[src/hw/rtl/ldfc_pkg.sv]
// ----------------------------------------------------------------------------
// ldfc_pkg
// Shared types and constants of the letter and digraph frequency counter.
// ----------------------------------------------------------------------------
`default_nettype none

package ldfc_pkg;

   localparam int CHAR_W     = 8;
   localparam int KEY_W      = 2 * CHAR_W;
   localparam int LETTERS    = 52;
   localparam int BIN_W      = 6;
   localparam int LTOT_W     = 16;
   localparam int SLOT_W     = 9;
   localparam int USED_OUT_W = 10;

   localparam logic [CHAR_W-1:0] UPPER_A    = 8'h41;
   localparam logic [CHAR_W-1:0] UPPER_Z    = 8'h5A;
   localparam logic [CHAR_W-1:0] LOWER_A    = 8'h61;
   localparam logic [CHAR_W-1:0] LOWER_Z    = 8'h7A;
   localparam logic [CHAR_W-1:0] LOWER_BASE = 8'd26;

   // Control flags of one word as it moves down the table chain.
   typedef struct packed {
      logic valid;
      logic is_letter;
      logic search;
      logic found;
      logic created;
   } tok_ctl_type;

endpackage

`default_nettype wire

[src/hw/rtl/ldfc_hist.sv]
// ----------------------------------------------------------------------------
// ldfc_hist
// Entry stages: letter decode, digraph key build and the letter histogram.
// ----------------------------------------------------------------------------
`default_nettype none

module ldfc_hist #(
   parameter int COUNT_BITS = 16
) (
   input  logic                            clock,
   input  logic                            reset,
   input  logic                            take,
   input  logic [ldfc_pkg::CHAR_W-1:0]     char_code,
   output ldfc_pkg::tok_ctl_type           tok_ctl_ff,
   output logic [ldfc_pkg::KEY_W-1:0]      tok_key_ff,
   output logic [COUNT_BITS-1:0]           tok_ltot_ff
);

   localparam int BinW    = ldfc_pkg::BIN_W;
   localparam int Letters = ldfc_pkg::LETTERS;

   logic                          is_upper;
   logic                          is_lower;
   logic                          is_letter;
   logic [BinW-1:0]               bin;
   ldfc_pkg::tok_ctl_type         s1_ctl_in;
   ldfc_pkg::tok_ctl_type         s1_ctl_ff;
   logic [BinW-1:0]               s1_bin_ff;
   logic [ldfc_pkg::KEY_W-1:0]    s1_key_ff;
   logic [ldfc_pkg::CHAR_W-1:0]   prev_letter_ff;
   logic                          prev_valid_ff;
   logic [COUNT_BITS-1:0]         hist_mem [Letters];
   logic [Letters-1:0]            hv_ff;
   logic [COUNT_BITS-1:0]         rd_data_ff;
   logic                          rd_valid_ff;
   logic                          wr_valid_ff;
   logic [BinW-1:0]               wr_bin_ff;
   logic [COUNT_BITS-1:0]         wr_data_ff;
   logic [COUNT_BITS-1:0]         cur;
   logic [COUNT_BITS-1:0]         cnt_in;
   logic                          hist_we;

   always_comb begin
      is_upper  = (char_code >= ldfc_pkg::UPPER_A) && (char_code <= ldfc_pkg::UPPER_Z);
      is_lower  = (char_code >= ldfc_pkg::LOWER_A) && (char_code <= ldfc_pkg::LOWER_Z);
      is_letter = is_upper || is_lower;
      if (is_upper) begin
         bin = BinW'(char_code - ldfc_pkg::UPPER_A);
      end else begin
         bin = BinW'(char_code - ldfc_pkg::LOWER_A + ldfc_pkg::LOWER_BASE);
      end
      s1_ctl_in           = '0;
      s1_ctl_in.valid     = take;
      s1_ctl_in.is_letter = take && is_letter;
      s1_ctl_in.search    = take && is_letter && prev_valid_ff;
   end

   always_ff @(posedge clock) begin
      if (reset) begin
         s1_ctl_ff      <= '0;
         prev_valid_ff  <= 1'b0;
         prev_letter_ff <= '0;
      end else begin
         s1_ctl_ff <= s1_ctl_in;
         if (take && is_letter) begin
            prev_valid_ff  <= 1'b1;
            prev_letter_ff <= char_code;
         end
      end
   end

   always_ff @(posedge clock) begin
      s1_bin_ff <= bin;
      s1_key_ff <= {prev_letter_ff, char_code};
   end

   // The read for a word is issued as it is accepted, at the same edge at
   // which the word ahead writes back, so the last write is forwarded.
   assign hist_we = s1_ctl_ff.valid && s1_ctl_ff.is_letter;

   always_comb begin
      if (wr_valid_ff && (wr_bin_ff == s1_bin_ff)) begin
         cur = wr_data_ff;
      end else if (rd_valid_ff) begin
         cur = rd_data_ff;
      end else begin
         cur = '0;
      end
      cnt_in = (cur == '1) ? cur : cur + 1'b1;
   end

   always_ff @(posedge clock) begin
      if (hist_we) begin
         hist_mem[s1_bin_ff] <= cnt_in;
      end
      rd_data_ff  <= hist_mem[bin];
      rd_valid_ff <= hv_ff[bin];
   end

   always_ff @(posedge clock) begin
      if (reset) begin
         hv_ff       <= '0;
         wr_valid_ff <= 1'b0;
         tok_ctl_ff  <= '0;
      end else begin
         tok_ctl_ff <= s1_ctl_ff;
         if (hist_we) begin
            hv_ff[s1_bin_ff] <= 1'b1;
            wr_valid_ff      <= 1'b1;
         end
      end
   end

   always_ff @(posedge clock) begin
      if (hist_we) begin
         wr_bin_ff  <= s1_bin_ff;
         wr_data_ff <= cnt_in;
      end
      tok_key_ff  <= s1_key_ff;
      tok_ltot_ff <= hist_we ? cnt_in : '0;
   end

endmodule

`default_nettype wire

[config.mk]
export PLATFORM = sky130hd
export DESIGN_NAME = ldfc_hist
export DESIGN_NICKNAME = d
export VERILOG_FILES = /design/src/hw/rtl/ldfc_pkg.sv /design/src/hw/rtl/ldfc_hist.sv
export SDC_FILE = /design/constraint.sdc
export NUM_CORES = 1
export LEC_CHECK = 0
export BUFFER_PORTS_ARGS = -buffer_cell sky130_fd_sc_hd__buf_2
export CORE_MARGIN = 10
export CORE_UTILIZATION = 52
export CTS_CLUSTER_DIAMETER = 60
export DETAILED_ROUTE_END_ITERATION = 16
export GPL_TIMING_DRIVEN = 1
export PLACE_DENSITY = 0.68
export SLEW_MARGIN = 10
export SYNTH_ARGS = -nofsm -noshare
export SYNTH_HDL_FRONTEND = slang
export SYNTH_SLANG_ARGS = --single-unit
[constraint.sdc]
create_clock -name clock -period 7.8 [get_ports clock]
set_input_delay 1.17 -clock clock [delete_from_list [all_inputs] [get_ports clock]]
set_output_delay 1.17 -clock clock [all_outputs]
set_load 0.02 [all_outputs]
==> flow_summary.toml <==
[global_routing]
grt_usage_pct = 22.8
grt_overflow_total = 0
grt_max_degree = 144
grt_pass1_vias = 20700
antenna_found_initial = 2
grt_pass1_wl_mm = 143

[placement]
dp_hpwl_mm = 58.1
dpl_worst_slack_ps = 1650
place.gp.congestion = 0.871
place.port_buffers = 45
placed_area_um2 = 39900

[floorplanning]
io-pin-count = 48
start_util_pct = 52.4
coreArea_um2 = 73000
die_x_um = 291
die_area_um2 = 84800
die_y_um = 291
fp-row-count = 99

[routing]
drt-pass1-iter-count = 6
remaining_drc_errors = 0
vias = 21100
drt.antenna.violating_nets = 0
avgRoutedWirePerCell_um = 29.1
viasPerCell = 6.28
first_iter_violations = 2499
totalWireLength_mm = 97.7

[synthesis]
muxShareOfSynthArea_pct = 12.4
synth_fa_ha_area_share_pct = 0.164
synthCells = 2192
synth-seq-cells = 993
synth.distinct_cells = 74
ys_async_sr_fraction_pct = 0
synthesis.area_um2 = 38200
synth_warnings = 0
synth_top_family_by_area = "multiplexers"
synth-compound-area-share_pct = 4.33
synthSimpleGateAreaFrac_pct = 6.40
synth_edf_count = 854
synthFlopType = "edfxtp_1"
yosysSeqAreaShare_pct = 74.4
synthXorXnorAreaFrac_pct = 0.389
syn_area_per_cell_um2 = 17.4

[critical_path]
r2r_start = "s1_bin_ff[3]"
r2r_setup_slack_ps = 2850
setup.worst_path.class = "input pin to flop"
startpoint = "char_code[0]"
crit_fanout = 143
cp_data_required_time_ps = 8310
critPathArrivalTime_ps = 5850
start_kind = "input pin"
end_kind = "flop"
reg2regPathDepth = 10

[sta]
finalMaxSlewViolations = 0
finalSetupViolCount = 0
fin_crit_sh_pct = 68.5
hold_viol = 0
finalSetupTns_ps = 0
tightestPinTransition_ps = 1120
setup_ws_ps = 2460
fmaxAchievable_ghz = 0.187
period_minus_slack_ps = 5340
slew_headroom_pct = 24.9
rsz0062_at_grt = "no"
skew_ps = 43.5

[cells_and_area]
postLayoutCellArea_um2 = 43200
fillers = 5267
fin_util_pct = 59.2
seqCellArea_um2 = 28400
area_growth_pct = 13.0
multi_input_comb_area_um2 = 9290
final_common_cell = "edfxtp_1"
final_cell_mix = "854 x edfxtp_1, 204 x nand2_1, 154 x mux4_2, 152 x nor2_1, 139 x dfxtp_1"
drive_gt1_share_pct = 20.9
nets = 2325

[hold_path]
min_path_cells = 0
hp-start = "s1_key_ff[15]"
min_path_type = "flop to flop"

[cts]
numCtsBuffers = 98
root_buffer = "clkbuf_16"
cts_sinks = 993
cts_resized = 0
cts_tree = "done"
cts_setup_buffers = 0
clock_latency_ps = 670
htreeDepth = 3
hold_buffers = 0
clock_path_buffers = 3
clk_pin_slew_worst_paths_ps = 60

[power_and_ir_drop]
peakVddDrop_uv = 224
p_leak_nw = 14.7
power.density_nw_per_um2 = 267

[run_status]
outcome = "finished clean"

[job]
drv_cap = 0
[sequential cells by signal, summed over array words and instances, names as in the netlist]
name	flops
s1_bin_ff	6
rd_data_ff	16
tok_ltot_ff	16
hist_mem	832
tok_ctl_ff	3
wr_valid_ff	1
tok_key_ff	16
wr_data_ff	16
prev_valid_ff	1
rd_valid_ff	1
s1_key_ff	16
hv_ff	52
wr_bin_ff	6
s1_ctl_ff	3
prev_letter_ff	8
[routing by layer]
metal	routed length [um]	share of wire [%]	global-route usage, %
met5	0	0	0
met3	10300	11	5.03
met2	45600	47	35.0
met1	38300	39	31.6
met4	3480	3.6	8.63
[power breakdown]
group | switching, mW | internal [mW]
registers | 0.0691 | 5.84
clock network | 1.99 | 2.75
logic | 0.595 | 0.280
[Yosys cell counts, types with 15 or more instances]
cell | number | share of area [%]
or3_1 | 17 | 0.28
buf_2 | 28 | 0.37
mux2i_1 | 125 | 3.3
and2_1 | 22 | 0.36
and4_1 | 17 | 0.39
a22oi_1 | 48 | 0.94
mux4_2 | 154 | 9.1
o211ai_1 | 16 | 0.31
a221oi_1 | 18 | 0.41
nand2_1 | 205 | 2.0
edfxtp_1 | 854 | 67
nor2_1 | 154 | 1.5
nand3_1 | 56 | 0.73
a311oi_1 | 15 | 0.34
clkbuf_1 | 58 | 0.57
a21oi_1 | 64 | 0.84
dfxtp_1 | 139 | 7.3
[through the flow]
step,cells,hold WS (ps),power (mW)
after CTS,3351,328,11.6
after detailed placement,3168,314,6.89
after global routing,3351,331,11.9
after global placement,3168,311,6.87
after floorplan,2193,310,6.55
final,3356,326,11.5
[worst max-delay path, stage by stage]
cell,delay [ps]
buf_8,430
inv_2,440
ha_1,460
or2_0,230
o311a_1,300
buf_4,220
inv_12,550
buf_4,460
mux4_2,370
nand2_1,90
a21oi_1,80
a311oi_1,680
o211ai_1,140
[final cells by class]
class | count | share of cell area [%]
flip-flops and latches | 993 | 65.8
multi-input cells | 1066 | 21.5
clock buffers | 121 | 6.02
well taps | 959 | 2.78
repair buffers | 139 | 2.21
clock inverters | 62 | 1.55
inverters | 11 | 0.125
diodes | 5 | 0.0290
[kinds of logic (layout without fill, tap and decap cells)]
logic type	count (synthesis)	count (layout)
compound gates	230	230
buf+inv	134	333
xor+xnor	17	17
mux	282	282
simple gates	530	530
other cells	1	7
flops	993	993
fa+ha+maj	5	5
[worst paths after layout]
kind,to
setup reg to reg,hist_mem[5][7]
hold / removal,tok_key_ff[15]
hold reg to reg,tok_key_ff[15]
setup / recovery,rd_data_ff[5]
(Power assumes the default switching activity.)
