$ cat config.mk
export PLATFORM = sky130hd
export DESIGN_NAME = ldfc_cell
export DESIGN_NICKNAME = d
export VERILOG_FILES = /design/src/hw/rtl/ldfc_pkg.sv /design/src/hw/rtl/ldfc_cell.sv
export SDC_FILE = /design/constraint.sdc
export NUM_CORES = 1
export LEC_CHECK = 0
export ABC_AREA = 0
export BUFFER_PORTS_ARGS = -buffer_cell sky130_fd_sc_hd__buf_4
export CAP_MARGIN = 20
export CORE_ASPECT_RATIO = 1.4
export CORE_UTILIZATION = 47
export CTS_BUF_LIST = sky130_fd_sc_hd__clkbuf_16
export CTS_CLUSTER_SIZE = 16
export DETAILED_ROUTE_END_ITERATION = 8
export PLACE_DENSITY_LB_ADDON = 0.08
export SYNTH_ARGS = -nofsm -noshare
export SYNTH_HDL_FRONTEND = slang
export SYNTH_SLANG_ARGS = --single-unit
$ cat constraint.sdc
create_clock -name clock -period 2.5 [get_ports clock]
set_input_delay 0.375 -clock clock [delete_from_list [all_inputs] [get_ports clock]]
set_output_delay 0.375 -clock clock [all_outputs]
set_load 0.005 [all_outputs]
$ cat src/hw/rtl/ldfc_pkg.sv
// ----------------------------------------------------------------------------
// ldfc_pkg
// Shared types and constants of the letter and digraph frequency counter.
// ----------------------------------------------------------------------------
`default_nettype none

package ldfc_pkg;

   localparam int CHAR_W     = 8;
   localparam int KEY_W      = 2 * CHAR_W;
   localparam int LETTERS    = 52;
   localparam int BIN_W      = 6;
   localparam int LTOT_W     = 16;
   localparam int SLOT_W     = 9;
   localparam int USED_OUT_W = 10;

   localparam logic [CHAR_W-1:0] UPPER_A    = 8'h41;
   localparam logic [CHAR_W-1:0] UPPER_Z    = 8'h5A;
   localparam logic [CHAR_W-1:0] LOWER_A    = 8'h61;
   localparam logic [CHAR_W-1:0] LOWER_Z    = 8'h7A;
   localparam logic [CHAR_W-1:0] LOWER_BASE = 8'd26;

   // Control flags of one word as it moves down the table chain.
   typedef struct packed {
      logic valid;
      logic is_letter;
      logic search;
      logic found;
      logic created;
   } tok_ctl_type;

endpackage

`default_nettype wire

$ cat src/hw/rtl/ldfc_cell.sv
// ----------------------------------------------------------------------------
// ldfc_cell
// One digraph table entry; matches, counts or claims for the passing word.
// ----------------------------------------------------------------------------
`default_nettype none

module ldfc_cell #(
   parameter int COUNT_BITS = 16,
   parameter int IDX_W      = 9,
   parameter int USED_W     = 10,
   parameter int IDX        = 0
) (
   input  logic                         clock,
   input  logic                         reset,
   input  ldfc_pkg::tok_ctl_type        ctl_i,
   input  logic [ldfc_pkg::KEY_W-1:0]   key_i,
   input  logic [IDX_W-1:0]             slot_i,
   input  logic [COUNT_BITS-1:0]        total_i,
   input  logic [USED_W-1:0]            used_i,
   input  logic [COUNT_BITS-1:0]        ltot_i,
   output ldfc_pkg::tok_ctl_type        ctl_ff,
   output logic [ldfc_pkg::KEY_W-1:0]   key_ff,
   output logic [IDX_W-1:0]             slot_ff,
   output logic [COUNT_BITS-1:0]        total_ff,
   output logic [USED_W-1:0]            used_ff,
   output logic [COUNT_BITS-1:0]        ltot_ff
);

   logic [ldfc_pkg::KEY_W-1:0] ent_key_ff;
   logic [COUNT_BITS-1:0]      ent_cnt_ff;
   logic                       ent_valid_ff;
   logic                       probe;
   logic                       hit;
   logic                       claim;
   logic [COUNT_BITS-1:0]      inc;
   ldfc_pkg::tok_ctl_type      ctl_in;
   logic [IDX_W-1:0]           slot_in;
   logic [COUNT_BITS-1:0]      total_in;
   logic [USED_W-1:0]          used_in;

   // Entries fill from index zero upward, so the first empty entry that an
   // unresolved word meets is the place where its new pair goes.
   always_comb begin
      probe = ctl_i.valid && ctl_i.search && !ctl_i.found;
      hit   = probe && ent_valid_ff && (ent_key_ff == key_i);
      claim = probe && !ent_valid_ff;
      inc   = (ent_cnt_ff == '1) ? ent_cnt_ff : ent_cnt_ff + 1'b1;

      ctl_in         = ctl_i;
      ctl_in.found   = ctl_i.found || hit || claim;
      ctl_in.created = ctl_i.created || claim;
      slot_in        = (hit || claim) ? IDX_W'(IDX) : slot_i;
      if (hit) begin
         total_in = inc;
      end else if (claim) begin
         total_in = COUNT_BITS'(1);
      end else begin
         total_in = total_i;
      end
      used_in = (ent_valid_ff || claim) ? USED_W'(IDX + 1) : used_i;
   end

   always_ff @(posedge clock) begin
      if (reset) begin
         ent_valid_ff <= 1'b0;
         ctl_ff       <= '0;
      end else begin
         ctl_ff <= ctl_in;
         if (claim) begin
            ent_valid_ff <= 1'b1;
         end
      end
   end

   always_ff @(posedge clock) begin
      if (claim) begin
         ent_key_ff <= key_i;
      end
      if (hit || claim) begin
         ent_cnt_ff <= claim ? COUNT_BITS'(1) : inc;
      end
      key_ff   <= key_i;
      slot_ff  <= slot_in;
      total_ff <= total_in;
      used_ff  <= used_in;
      ltot_ff  <= ltot_i;
   end

   a_claim_at_fill_edge: assert property (@(posedge clock) disable iff (reset)
      claim |-> (used_i == USED_W'(IDX)))
      else $error("entry claimed away from the end of the filled region");

endmodule

`default_nettype wire
==> flow_results.org <==
** Setup path
- Critical path peak fanout :: 16
- Nature of the critical path endpoint :: flip-flop
- The worst setup path is launched from a flip-flop.
- Setup CP Type :: reg2reg
- For the worst setup path, the data required time is 2.50 ns.
- Arrival time reported for the critical path endpoint :: 2.09 ns
- The signal on the critical path passes through xor2_1 > nor4_1 > nand3_1 > nor4_2 > or2_2.
- The slowest stage of the critical path belongs to the cell or2_2.
- Crit path largest cell delay :: 0.43 ns

** Detailed routing
- DR WL/cell :: 13.8 µm
- Post-DRT Antenna Nets :: 0
- For this block, the via count after detailed routing is 2,492.
- Detailed-router iteration count before antenna repair :: 4
- The detailed router finished its first iteration with 117 violations.
- The routed design has 7220 µm of wire.
- Count of unresolved DRC violations after routing :: 0
- Vias per cell :: 4.76

** Timing
- Final hold violation count :: 0
- Maximum clock frequency :: 0.477 GHz
- Final total negative setup slack :: 0 ns
- Setup clock skew after layout :: 0.00741 ns
- Unrepaired setup endpoints after global routing :: false
- Final setup violation count :: 0
- Slew at the pin with the worst max-slew slack :: 0.475 ns
- Worst max-slew margin expressed relative to the limit :: 68.2%
- Minimum period implied by the final worst setup slack :: 2.10 ns
- The number of max-slew violations in the final report is 0.
- Worst hold slack across all endpoints :: 0.131 ns
- Post-route clock period utilization :: 83.9%

** Synthesis
- Synthesis produced a netlist whose cell count is 270.
- In this run the mean area of a mapped cell was 13.0 µm².
- Cell types occupying the most area after synthesis :: dfxtp_1, edfxtp_1, mux2i_1
- The synthesized design spends more area on one cell type than any other, namely dfxtp_1.
- For this run, the register share of the synthesized area comes to 69.1%.
- The netlist uses 33 different library cells.
- Mapped Nets :: 345
- Area share of the largest cell type after synthesis :: 41.7%
- Synthesis Warnings :: 0
- Area of the mapped netlist :: 3510 µm²
- FF+latch count, synth :: 105

** Floorplan
- The die covers 7810 µm².
- In this run the vertical extent of the chip is 104 µm.
- The die is 75.0 µm wide.
- Row cnt :: 36
- Number of I/O pins :: 146
- Starting utilization of the core area :: 49.6%
- The total area inside the core boundary comes to 7070 µm².

** CTS
- The tree is rooted in a clkbuf_16.
- Once the clock tree was built, the resizer swapped 0 gates to a different size.
- CTS H-Tree Depth :: 3
- In this run, post-CTS hold repair placed 0 buffers.
- The number of clock buffers added by TritonCTS is 9.
- Buffer depth of the longest clock path :: 2
- Once the clock tree was built, the setup fixing pass inserted 0 buffers.
- For the worst-skew pair, the clock arrives at the later sink with an insertion delay of 0.34 ns.
- TritonCTS Sinks :: 105
- Clock transition at the registers of the reported paths :: 0.07 ns
- TritonCTS built the clock tree.

** Global routing
- Entering global routing, the biggest net connects 27 pins.
- Across every metal layer, demand over resource in global routing totals 19.1%.
- Wire length of the first global-routing pass :: 10,900 µm
- The via count of the first global-routing pass is 2,317.
- The initial antenna violation count was 0.
- M2 GR Usage :: 33.6%
- For this run, global-route usage on met3 was measured as 4.17%.
- For this run the aggregate overflow at the end of global routing stands at 0.
- Global Route met1 Usage :: 20.6%
- Most crowded layer after global routing :: met2

** Power
- Reported leakage power :: 2.17 nW
- Part of the total power dissipated in the clock network :: 39.1%
- Combinational logic is responsible for 8.7% of the overall power.
- Registers are responsible for 52.2% of the overall power.
- Summed over all nets, the switching power comes to 0.000760 W.
- For this design the ratio of total power to cell area is 718 nW/µm².
- Worst vdd ir :: 0.475 mV
- Of the total power, the share spent switching nets is 21.2%.
- The internal portion of the total power is 0.00283 W.

** Outcome
- The flow ran to the end, and the final reports show no timing, DRC or antenna violations.

** Finish
- The number of antenna diodes in the final layout is 0.
- Final Net Count :: 498
- The layout has 552 filler cells.
- Registers take 2420 µm².
- Area occupied by multi-input gates :: 1020 µm²
- The area growth from synthesis to layout is 42.5%.
- Cells with a size suffix above 1 make up 40.0% of the layout.

** Placed design
- Final weighted congestion in routability-driven placement :: 0.740
- The count of buffers added on input and output ports is 145.
- Detailed placement ended at an HPWL of 5200 µm.

** Job
- Across the run, the number of max-cap violations was 0.

** Hold path
- Path category of the worst min-delay check :: in2reg
[cell usage after synthesis]
cell type / instances
a31o_2: 1
and2_1: 9
and3_1: 2
and4_1: 3
buf_12: 1
buf_2: 2
buf_4: 1
buf_6: 1
clkbuf_1: 3
dfxtp_1: 73
edfxtp_1: 32
ha_1: 1
inv_1: 2
mux2i_1: 21
nand2_1: 24
nand2b_1: 1
nand3_1: 7
nand4_1: 7
nor2_1: 25
nor2b_1: 3
nor3_1: 1
nor3b_1: 10
nor4_1: 2
nor4_4: 1
nor4b_1: 1
o211ai_1: 2
o21ai_0: 6
o21bai_1: 1
o31a_1: 1
or2_2: 2
or3_1: 2
xnor2_1: 14
xor2_1: 8
[path summary, 6_finish.rpt]
| kind | from | endpoint | slack [ns] | depth (start not counted) |
|---|---|---|---|---|
| hold reg to reg | ent_valid_ff | used_ff[0] | 0.52 | 1 |
| setup / recovery | ent_key_ff[14] | ent_cnt_ff[15] | 0.40 | 5 |
| setup reg to reg | ent_key_ff[14] | ent_cnt_ff[15] | 0.40 | 5 |
| hold / removal | ltot_i[3] | ltot_ff[3] | 0.13 | 1 |
[cell usage in the layout (no fill, tap or decap), types with 2 or more instances in the layout]
cell       netlist  final
o21ai_0          6      6
inv_4            0      2
or3_1            2      2
nor2_1          25     25
clkbuf_16        0      9
dfxtp_1         73     73
nand4_1          7      7
and4_1           3      3
nor2b_1          3      3
nand3_1          7      7
xnor2_1         14     14
inv_1            2      2
and3_1           2      2
mux2i_1         21     21
nand2_1         24     24
or2_2            2      2
xor2_1           8      8
edfxtp_1        32     32
nor3b_1         10     10
buf_4            1    150
o211ai_1         2      2
and2_1           9      9
[critical path: cells and delay by family, from the launching register on]
family                    cells  cell delay (ns)
xor gates and xnor gates      1             0.15
and+or+nand+nor               4             1.21
DFF                           1             0.39
[per-stage QoR]
step	utilization [%]	total power [W]	cell area, µm²	worst slack (ns)	instances
2_1_floorplan	-	0.00200	3510	0.517	270
3_3_place_gp	66.4	0.00222	4700	0.292	507
3_5_place_dp	66.4	0.00223	4700	0.253	507
4_1_cts	70.7	0.00363	5000	0.367	523
5_1_grt	70.7	0.00373	5000	0.291	523
6_report	70.7	0.00359	5000	0.403	523
[power by group through the flow]
stage | Combinational, W | Sequential, W | Clock (W)
CTS | 0.000318 | 0.00188 | 0.00143
floorplan | 0.0000811 | 0.00192 | 0
global route | 0.000340 | 0.00188 | 0.00150
global placement | 0.000310 | 0.00191 | 0
finish | 0.000312 | 0.00188 | 0.00140
detailed placement | 0.000317 | 0.00191 | 0
[per-layer routing]
metal  share of wire (%)  wire length [µm]
met5                   0                 0
met4                 2.3               167
met3                 5.6               405
met2                  54              3900
met1                  38              2740
[state kept, by name (all words and copies together), names as in the netlist]
name and count:
ctl_ff 5, ent_cnt_ff 16, ent_key_ff 16, ent_valid_ff 1
key_ff 16, ltot_ff 16, slot_ff 9, total_ff 16
used_ff 10
[final cells by class]
type	instances	area share, %
clock inverter	7	1.50
inverter	2	0.150
timing repair buffer	150	22.5
sequential	105	48.5
multi-input combinational	155	20.5
clock buffer	9	4.51
tap	95	2.38
[cell families after synthesis]
| group | after synthesis | synth area share (%) |
|---|---|---|
| flops | 105 | 69.1 |
| simple gates | 100 | 15.1 |
| xor+xnor | 22 | 5.50 |
| mux | 21 | 6.00 |
| compound gates | 11 | 2.00 |
| buf+inv | 10 | 1.93 |
| fa+ha+maj | 1 | 0.357 |
Power figures use the tool's default switching activity.
